==> src/sv/tts_pkg.sv <==
// ---------------------------------------------------------------------------
// tts_pkg: shared types and constants of the tick task scheduler table
// Request kinds, result status codes, controller states and the command and
// status bundles between controller and datapath.
// ---------------------------------------------------------------------------
package tts_pkg;

  localparam int SLOTS    = 8;
  localparam int SLOT_W   = (SLOTS > 1) ? $clog2(SLOTS) : 1;
  localparam int INDEX_W  = 4;
  localparam int TAG_W    = 8;
  localparam int TIME_W   = 16;
  localparam int COUNT_W  = 8;
  localparam int STATUS_W = 3;

  typedef enum logic [1:0] {
    KIND_TICK     = 2'd0,
    KIND_ADD      = 2'd1,
    KIND_DELETE   = 2'd2,
    KIND_DISPATCH = 2'd3
  } kind_e;

  typedef enum logic [STATUS_W-1:0] {
    ST_DONE    = 3'd0,
    ST_ADDED   = 3'd1,
    ST_FULL    = 3'd2,
    ST_RUN     = 3'd3,
    ST_DELETED = 3'd4
  } status_e;

  typedef enum logic [1:0] {
    S_IDLE,
    S_TICK,
    S_DISP,
    S_DONE
  } state_e;

  // controller to datapath
  typedef struct packed {
    logic do_add;
    logic do_delete;
    logic walk_clr;
    logic tick_step;
    logic disp_step;
    logic emit_done;
  } cmd_t;

  // datapath to controller
  typedef struct packed {
    logic walk_end;
  } stat_t;

endpackage

==> src/sv/tts_ctrl.sv <==
// ---------------------------------------------------------------------------
// tts_ctrl: request sequencer
// Decodes each accepted request and steps the slot walk for tick and dispatch.
// ---------------------------------------------------------------------------
module tts_ctrl (
  input  logic           clk_i,
  input  logic           rst_ni,
  input  logic           start_i,
  input  logic [1:0]     kind_i,
  input  tts_pkg::stat_t stat_i,
  output tts_pkg::cmd_t  cmd_o,
  output logic           busy_o
);
  import tts_pkg::*;

  state_e state_q, state_d;
  kind_e  kind;

  assign kind = kind_e'(kind_i);

  always_ff @(posedge clk_i or negedge rst_ni) begin
    if (!rst_ni) begin
      state_q <= S_IDLE;
    end else begin
      state_q <= state_d;
    end
  end

  // next state
  always_comb begin
    state_d = state_q;
    case (state_q)
      S_IDLE: begin
        if (start_i) begin
          if (kind == KIND_TICK) begin
            state_d = S_TICK;
          end else if (kind == KIND_DISPATCH) begin
            state_d = S_DISP;
          end
        end
      end
      S_TICK: begin
        if (stat_i.walk_end) begin
          state_d = S_IDLE;
        end
      end
      S_DISP: begin
        if (stat_i.walk_end) begin
          state_d = S_DONE;
        end
      end
      S_DONE:  state_d = S_IDLE;
      default: state_d = S_IDLE;
    endcase
  end

  // commands
  always_comb begin
    cmd_o  = '0;
    busy_o = 1'b1;
    case (state_q)
      S_IDLE: begin
        busy_o = 1'b0;
        if (start_i) begin
          case (kind)
            KIND_ADD:    cmd_o.do_add    = 1'b1;
            KIND_DELETE: cmd_o.do_delete = 1'b1;
            default:     cmd_o.walk_clr  = 1'b1;
          endcase
        end
      end
      S_TICK:  cmd_o.tick_step = 1'b1;
      S_DISP:  cmd_o.disp_step = 1'b1;
      S_DONE:  cmd_o.emit_done = 1'b1;
      default: busy_o = 1'b1;
    endcase
  end

endmodule

==> src/sv/tts_dpath.sv <==
// ---------------------------------------------------------------------------
// tts_dpath: slot table, walk index and result register
// Holds the task slots, applies add, delete, tick and dispatch steps one slot
// at a time and drives the registered result.
// ---------------------------------------------------------------------------
module tts_dpath (
  input  logic                          clk_i,
  input  logic                          rst_ni,
  input  tts_pkg::cmd_t                 cmd_i,
  output tts_pkg::stat_t                stat_o,
  input  logic [tts_pkg::TAG_W-1:0]     task_tag_i,
  input  logic [tts_pkg::TIME_W-1:0]    first_delay_i,
  input  logic [tts_pkg::TIME_W-1:0]    period_i,
  input  logic [2:0]                    slot_i,
  output logic                          valid_o,
  output logic [tts_pkg::INDEX_W-1:0]   slot_index_o,
  output logic [tts_pkg::TAG_W-1:0]     run_tag_o,
  output logic [tts_pkg::STATUS_W-1:0]  status_o,
  output logic                          last_o
);
  import tts_pkg::*;

  localparam logic [COUNT_W-1:0] CountMax = '1;

  logic [SLOTS-1:0]   valid_q;
  logic [TAG_W-1:0]   tag_q    [SLOTS];
  logic [TIME_W-1:0]  delay_q  [SLOTS];
  logic [TIME_W-1:0]  period_q [SLOTS];
  logic [COUNT_W-1:0] count_q  [SLOTS];

  logic [SLOT_W-1:0]  idx_q;
  logic [SLOT_W-1:0]  free_idx;
  logic               full;

  logic                strobe_q;
  logic [INDEX_W-1:0]  index_q;
  logic [TAG_W-1:0]    rtag_q;
  status_e             status_q;
  logic                last_q;

  // current walk slot
  logic               cur_valid;
  logic [TAG_W-1:0]   cur_tag;
  logic [TIME_W-1:0]  cur_delay;
  logic [TIME_W-1:0]  cur_period;
  logic [COUNT_W-1:0] cur_count;
  logic               cur_due;
  logic               del_in_range;

  assign cur_valid    = valid_q[idx_q];
  assign cur_tag      = tag_q[idx_q];
  assign cur_delay    = delay_q[idx_q];
  assign cur_period   = period_q[idx_q];
  assign cur_count    = count_q[idx_q];
  assign cur_due      = cur_valid && (cur_count != '0);
  assign del_in_range = (32'(slot_i) < SLOTS);

  assign stat_o.walk_end = (idx_q == SLOT_W'(SLOTS - 1));

  // lowest free slot
  always_comb begin
    free_idx = '0;
    for (int i = SLOTS - 1; i >= 0; i--) begin
      if (!valid_q[i]) begin
        free_idx = SLOT_W'(i);
      end
    end
  end
  assign full = &valid_q;

  always_ff @(posedge clk_i or negedge rst_ni) begin
    if (!rst_ni) begin
      idx_q <= '0;
    end else if (cmd_i.walk_clr) begin
      idx_q <= '0;
    end else if (cmd_i.tick_step || cmd_i.disp_step) begin
      idx_q <= idx_q + SLOT_W'(1);
    end
  end

  // slot table
  always_ff @(posedge clk_i or negedge rst_ni) begin
    if (!rst_ni) begin
      valid_q <= '0;
      for (int i = 0; i < SLOTS; i++) begin
        tag_q[i]    <= '0;
        delay_q[i]  <= '0;
        period_q[i] <= '0;
        count_q[i]  <= '0;
      end
    end else begin
      if (cmd_i.do_add && !full) begin
        valid_q[free_idx]  <= 1'b1;
        tag_q[free_idx]    <= task_tag_i;
        delay_q[free_idx]  <= first_delay_i;
        period_q[free_idx] <= period_i;
        count_q[free_idx]  <= '0;
      end
      if (cmd_i.do_delete && del_in_range) begin
        valid_q[slot_i[SLOT_W-1:0]]  <= 1'b0;
        tag_q[slot_i[SLOT_W-1:0]]    <= '0;
        delay_q[slot_i[SLOT_W-1:0]]  <= '0;
        period_q[slot_i[SLOT_W-1:0]] <= '0;
        count_q[slot_i[SLOT_W-1:0]]  <= '0;
      end
      if (cmd_i.tick_step && cur_valid) begin
        if (cur_delay == '0) begin
          if (cur_count != CountMax) begin
            count_q[idx_q] <= cur_count + COUNT_W'(1);
          end
          if (cur_period != '0) begin
            delay_q[idx_q] <= cur_period - TIME_W'(1);
          end
        end else begin
          delay_q[idx_q] <= cur_delay - TIME_W'(1);
        end
      end
      if (cmd_i.disp_step && cur_due) begin
        if (cur_period == '0) begin
          // one-shot task: drop the slot
          valid_q[idx_q]  <= 1'b0;
          tag_q[idx_q]    <= '0;
          delay_q[idx_q]  <= '0;
          period_q[idx_q] <= '0;
          count_q[idx_q]  <= '0;
        end else begin
          count_q[idx_q] <= cur_count - COUNT_W'(1);
        end
      end
    end
  end

  // result register
  always_ff @(posedge clk_i or negedge rst_ni) begin
    if (!rst_ni) begin
      strobe_q <= 1'b0;
    end else begin
      strobe_q <= cmd_i.do_add || cmd_i.do_delete || cmd_i.emit_done ||
                  (cmd_i.disp_step && cur_due);
    end
  end

  always_ff @(posedge clk_i) begin
    if (cmd_i.do_add) begin
      index_q  <= full ? INDEX_W'(SLOTS) : INDEX_W'(free_idx);
      rtag_q   <= '0;
      status_q <= full ? ST_FULL : ST_ADDED;
      last_q   <= 1'b1;
    end else if (cmd_i.do_delete) begin
      index_q  <= INDEX_W'(slot_i);
      rtag_q   <= '0;
      status_q <= ST_DELETED;
      last_q   <= 1'b1;
    end else if (cmd_i.disp_step && cur_due) begin
      index_q  <= INDEX_W'(idx_q);
      rtag_q   <= cur_tag;
      status_q <= ST_RUN;
      last_q   <= 1'b0;
    end else if (cmd_i.emit_done) begin
      index_q  <= '0;
      rtag_q   <= '0;
      status_q <= ST_DONE;
      last_q   <= 1'b1;
    end
  end

  assign valid_o      = strobe_q;
  assign slot_index_o = index_q;
  assign run_tag_o    = rtag_q;
  assign status_o     = status_q;
  assign last_o       = last_q;

endmodule

==> src/sv/tick_task_scheduler_table.sv <==
// ---------------------------------------------------------------------------
// tick_task_scheduler_table: time-triggered cooperative task table
// Eight task slots with delay, period and pending-run count per slot.
// ---------------------------------------------------------------------------
// Usage:
//   A request is taken at a rising edge with start_i high and busy low.
//   kind_i selects tick, add, delete or dispatch; the other inputs carry
//   the tag, first delay, period and slot for add and delete.
//   Each result appears for exactly one cycle with valid_o high; the
//   receiver must take it then, since it cannot stall the block.
// Latency and throughput:
//   Add and delete finish in the accept cycle; their single result shows
//   the next cycle and busy stays low, so one may follow every cycle.
//   Tick walks the table one slot per cycle, busy until the last slot is
//   visited, with no result. Dispatch walks the same way, giving a run
//   result in the cycle after each due slot is visited, then a done result
//   once the walk ends; busy stays high through the walk and the done step.
//   A single walk index over the slot table drives both walks.
// Reset:
//   rst_ni clears every slot, the walk and the result strobe at once.
// ---------------------------------------------------------------------------
module tick_task_scheduler_table (
  input  logic                          clk_i,
  input  logic                          rst_ni,
  input  logic                          start_i,
  output logic                          busy,
  input  logic [1:0]                    kind_i,
  input  logic [tts_pkg::TAG_W-1:0]     task_tag_i,
  input  logic [tts_pkg::TIME_W-1:0]    first_delay_i,
  input  logic [tts_pkg::TIME_W-1:0]    period_i,
  input  logic [2:0]                    slot_i,
  output logic                          valid_o,
  output logic [tts_pkg::INDEX_W-1:0]   slot_index_o,
  output logic [tts_pkg::TAG_W-1:0]     run_tag_o,
  output logic [tts_pkg::STATUS_W-1:0]  status_o,
  output logic                          last_o
);
  import tts_pkg::*;

  cmd_t  cmd;
  stat_t stat;

  // sequence each request: decode, then step the slot walk
  tts_ctrl u_ctrl (
    .clk_i   (clk_i),
    .rst_ni  (rst_ni),
    .start_i (start_i),
    .kind_i  (kind_i),
    .stat_i  (stat),
    .cmd_o   (cmd),
    .busy_o  (busy)
  );

  // hold the table and drive the result
  tts_dpath u_dpath (
    .clk_i         (clk_i),
    .rst_ni        (rst_ni),
    .cmd_i         (cmd),
    .stat_o        (stat),
    .task_tag_i    (task_tag_i),
    .first_delay_i (first_delay_i),
    .period_i      (period_i),
    .slot_i        (slot_i),
    .valid_o       (valid_o),
    .slot_index_o  (slot_index_o),
    .run_tag_o     (run_tag_o),
    .status_o      (status_o),
    .last_o        (last_o)
  );

endmodule
==> config.mk <==
export PLATFORM = sky130hd
export DESIGN_NAME = tick_task_scheduler_table
export DESIGN_NICKNAME = d
export VERILOG_FILES = /design/src/sv/tts_pkg.sv /design/src/sv/tts_ctrl.sv /design/src/sv/tts_dpath.sv /design/src/sv/tick_task_scheduler_table.sv
export SDC_FILE = /design/constraint.sdc
export NUM_CORES = 1
export LEC_CHECK = 0
export ABC_AREA = 1
export ABC_CLOCK_PERIOD_IN_PS = 4890
export BUFFER_PORTS_ARGS = -buffer_cell sky130_fd_sc_hd__buf_2
export CORE_MARGIN = 1.5
export CORE_UTILIZATION = 45
export DETAILED_ROUTE_END_ITERATION = 16
export SLEW_MARGIN = 20
export SYNTH_ARGS = -nofsm -noshare
export SYNTH_HDL_FRONTEND = slang
export SYNTH_SLANG_ARGS = --single-unit
==> constraint.sdc <==
create_clock -name clk_i -period 4.89 [get_ports clk_i]
set_clock_uncertainty 0.15 [all_clocks]
set_input_delay 0.978 -clock clk_i [delete_from_list [all_inputs] [get_ports clk_i]]
set_output_delay 0.978 -clock clk_i [all_outputs]
set_load 0.03 [all_outputs]
==> impl_results.md <==
- Later-pin clock latency in the skew report: 0.62 ns
- CP startpoint kind: flip-flop
- TritonRoute pass-1 iters: 6
- Hold Violations, Final: 0
- Post-CTS Setup Inserts: 0
- VDD IR max: 468 uV
- Share of cells above drive strength 1: 9.68%
- Layout Nets: 4034
- GRT Resource Usage Total: 39.2%
- Max-Cap Viols: 0
- Final ANT Viol Nets: 0
- Yosys reg bits: roughly 410
- Buffers on Ports: 65
- Mux contribution to synthesized area: 0.915%
- Adder-Cell Fraction of Synth Area: 0.762%
- Starting Density: 45.5%
- Synth cell types: 56
- Synth top area cells: dfrtp_1 38%, nand2_1 19%, nor2_1 6.8%
- Die ar.: ~60000 um2
- RSZ-0062 raised after global routing: no
- Slew @ Worst Pin: 1.13 ns
- CTS tree: built
- Via/cell ratio: 5.81
- Status: finished clean
- Filler instances: 6076
- Max Freq: 212 MHz
- P_leak: roughly 15 nW
- # hold bufs at CTS: 0
- Setup crit start: u_dpath.idx_q[0]
- WL final: 118 mm
- Non-filler instance count after layout: 4773
- Reg2Reg Launch Point: u_dpath.idx_q[0]
- Arrival @ worst endpoint: 5.09 ns
- TNS Setup: 0 ns
- YS warnings: 0
- CTS Sinks: about 410
- Max H-tree Level: 2
- Synth Area in XOR/XNOR: 0.634%
- Core area: 57700 um2
- FF-to-FF End: u_dpath.delay_q[112]
- Iter 0 DRT Violations: 3706
- Crit path time final: approximately 4.7 ns
- Die width: approximately 240 um
- Clock slew at reported path FFs: 0.07 ns
- ANT cells: 0
- Setup violators final: 0
- I/O pin count: 66
- Gate Count Post-Synth: 3941
- Placer congestion estimate: 1.08
- Area Growth Syn to Fin: 11.0%
- DR vias: 27727
- Placed Cells: 4684
- DP Worst Slack: roughly 0.48 ns
- Crit. End Element: flip-flop
- Post-route clock period utilization: roughly 97%
- Grt total ovfl: 0
- Hold Path Class: input port to asynchronous set/reset pin
- Largest net degree at the start of global routing: 111
- Syn_area_per_cell: around 6.7 um2
- Reg2Reg Depth: 17
- Vias in the first global route: 25939
- Area leader, netlist: dfrtp_1
- Commonest cells after routing, fill and taps aside: 1330 x nand2_1, 471 x nor2_1, 396 x dfrtp_1, 363 x inv_1, 246 x o21ai_0
- DRC viols: 0
- WL per Instance: about 25 um
- Std cell rows: 88
- Final Slew Violations: 0
- Commonest non-fill, non-tap cell in the layout: nand2_1
- Worst Path Required: 5.25 ns
- Bufs on Longest Clock Path: 3
- First-pass GRT wire length: 174 mm
- Worst setup endpoint: u_dpath.delay_q[112]
- Largest family of logic cells by synthesized area: simple AND/OR/NAND/NOR gates
- Cts repair resizes: 0
- Die height: 245 um
- R2R Setup Slk: 0.16 ns
- Slew HR: 24.6%
- DP HPWL: around 85 mm
- Worst setup margin: 0.164 ns
- Highest net fanout along the worst path: 56
- Share of the synthesized area in the top cell type: 37.9%
- Register area share after synthesis: around two fifths
- Post-Syn Nets: 4005
- Post-Synth Simple-Gate Area: 34.0%
- Initial antenna violation count: 0
- Crit path kind: flip-flop to flip-flop
- Post-Syn Area: 26300 um2
- Compound-Gate Fraction of Synth Area: 14.6%
- PwrDens: about 700 nW/um2
- Root buffer cell: clkbuf_16
- CTS Buf Count: 49
-- cells by family after synthesis --
family          Yosys count
buf+inv                 601
compound gates          691
flops                   414
simple gates           2176
xor+xnor                 19
mux                      24
fa+ha+maj                16
-- report_power, final --
part	switching, W	internal, W	total [W]
registers	0.000653	0.00467	0.00532
clock network	0.00160	0.00217	0.00377
logic	0.00828	0.00304	0.0113
total	0.0105	0.00988	0.0204
-- state kept, by name (all words and copies together) (netlist names) --
name,count
u_dpath.delay_q,128
u_dpath.period_q,128
u_dpath.count_q,64
u_dpath.tag_q,64
u_dpath.run_tag_o,8
u_dpath.valid_q,8
u_dpath.slot_index_o,4
u_dpath.idx_q,3
u_dpath.status_o,3
u_ctrl.state_q,2
u_dpath.last_o,1
u_dpath.valid_o,1
-- how the worst min path moves through the flow --
stage | start | end | slack, ns | cells after the start
final | rst_ni | u_dpath.tag_q[34] | 0.31 | 1
after global routing | u_dpath.last_o | u_dpath.last_o | 0.35 | 2
after CTS | u_dpath.last_o | u_dpath.last_o | 0.33 | 2
after detailed placement | u_dpath.last_o | u_dpath.last_o | 0.30 | 2
after global placement | u_dpath.last_o | u_dpath.last_o | 0.31 | 2
after floorplan | u_dpath.count_q[8] | u_dpath.count_q[8] | 0.33 | 2
-- final cells by class --
class / count / area [um2] / area share, %
Clock inverter: 12 / 145 / 0.498
Timing Repair Buffer: 167 / 1240 / 4.25
Inverter: 412 / 1550 / 5.33
Tap cell: 765 / 957 / 3.28
Clock buffer: 77 / 1470 / 5.05
Multi-Input combinational cell: 2926 / 13400 / 46.1
Sequential cell: 414 / 10400 / 35.5
-- stage by stage --
stage / total power, W / utilization (%) / hold slack (ns) / cell area [um2]
after global placement: 0.0163 / 47.7 / 0.307 / 27500
after detailed placement: 0.0162 / 47.7 / 0.305 / 27500
after floorplan: 0.0122 / - / 0.327 / 26300
after global routing: 0.0216 / 50.5 / 0.348 / 29100
final: 0.0204 / 50.5 / 0.308 / 29100
after CTS: 0.0200 / 50.5 / 0.327 / 29100
-- synth_stat cells, drive strengths merged --
| master | instances |
|---|---|
| a32o | 2 |
| nor2 | 521 |
| nand3b | 2 |
| mux2i | 24 |
| a22oi | 4 |
| dfrtp | 398 |
| o211a | 1 |
| o31ai | 1 |
| nand4 | 27 |
| o2111ai | 3 |
| o21bai | 2 |
| or2 | 6 |
| clkbuf | 90 |
| buf | 99 |
| o21ai | 327 |
| a221oi | 2 |
| o211ai | 18 |
| or4 | 6 |
| xor2 | 18 |
| nand2 | 1356 |
| a211oi | 57 |
| edfxtp | 7 |
| nor4 | 1 |
| nand3 | 249 |
| inv | 406 |
| ha | 16 |
| clkinv | 6 |
| o21a | 11 |
| xnor2 | 1 |
| a21oi | 195 |
| a21boi | 1 |
| nor3 | 8 |
| o22ai | 59 |
| o221ai | 2 |
| a31oi | 6 |
| dfxtp | 9 |
-- worst max-delay path: stages, from the launching register on --
cell and delay (ns):
dfrtp_4 0.67, inv_8 0.41, buf_12 0.27, nand2_1 0.08, nand3_1 0.09, nand2_1 0.07
nor2_1 0.26, inv_1 0.09, nor2_1 0.24, nand3_2 0.17, nor2_1 0.14, nand3_1 0.57
nor2_1 0.71, nor2_1 0.19, nand2_1 0.27, nand2_1 0.09, nand2_1 0.08, inv_1 0.04
-- routing by layer --
layer | part of all wire [%] | wire length, um | vias to the layer above | GRT usage [%]
met5 | 0 | 0 | - | 0
met4 | 5.5 | 6430 | 0 | 19.3
met3 | 11 | 12400 | 352 | 8.55
met2 | 43 | 50300 | 1586 | 58.4
met1 | 41 | 48600 | 13147 | 53.8
li1 | - | - | 12642 | -
No activity file was read; power rests on OpenSTA's default activity.
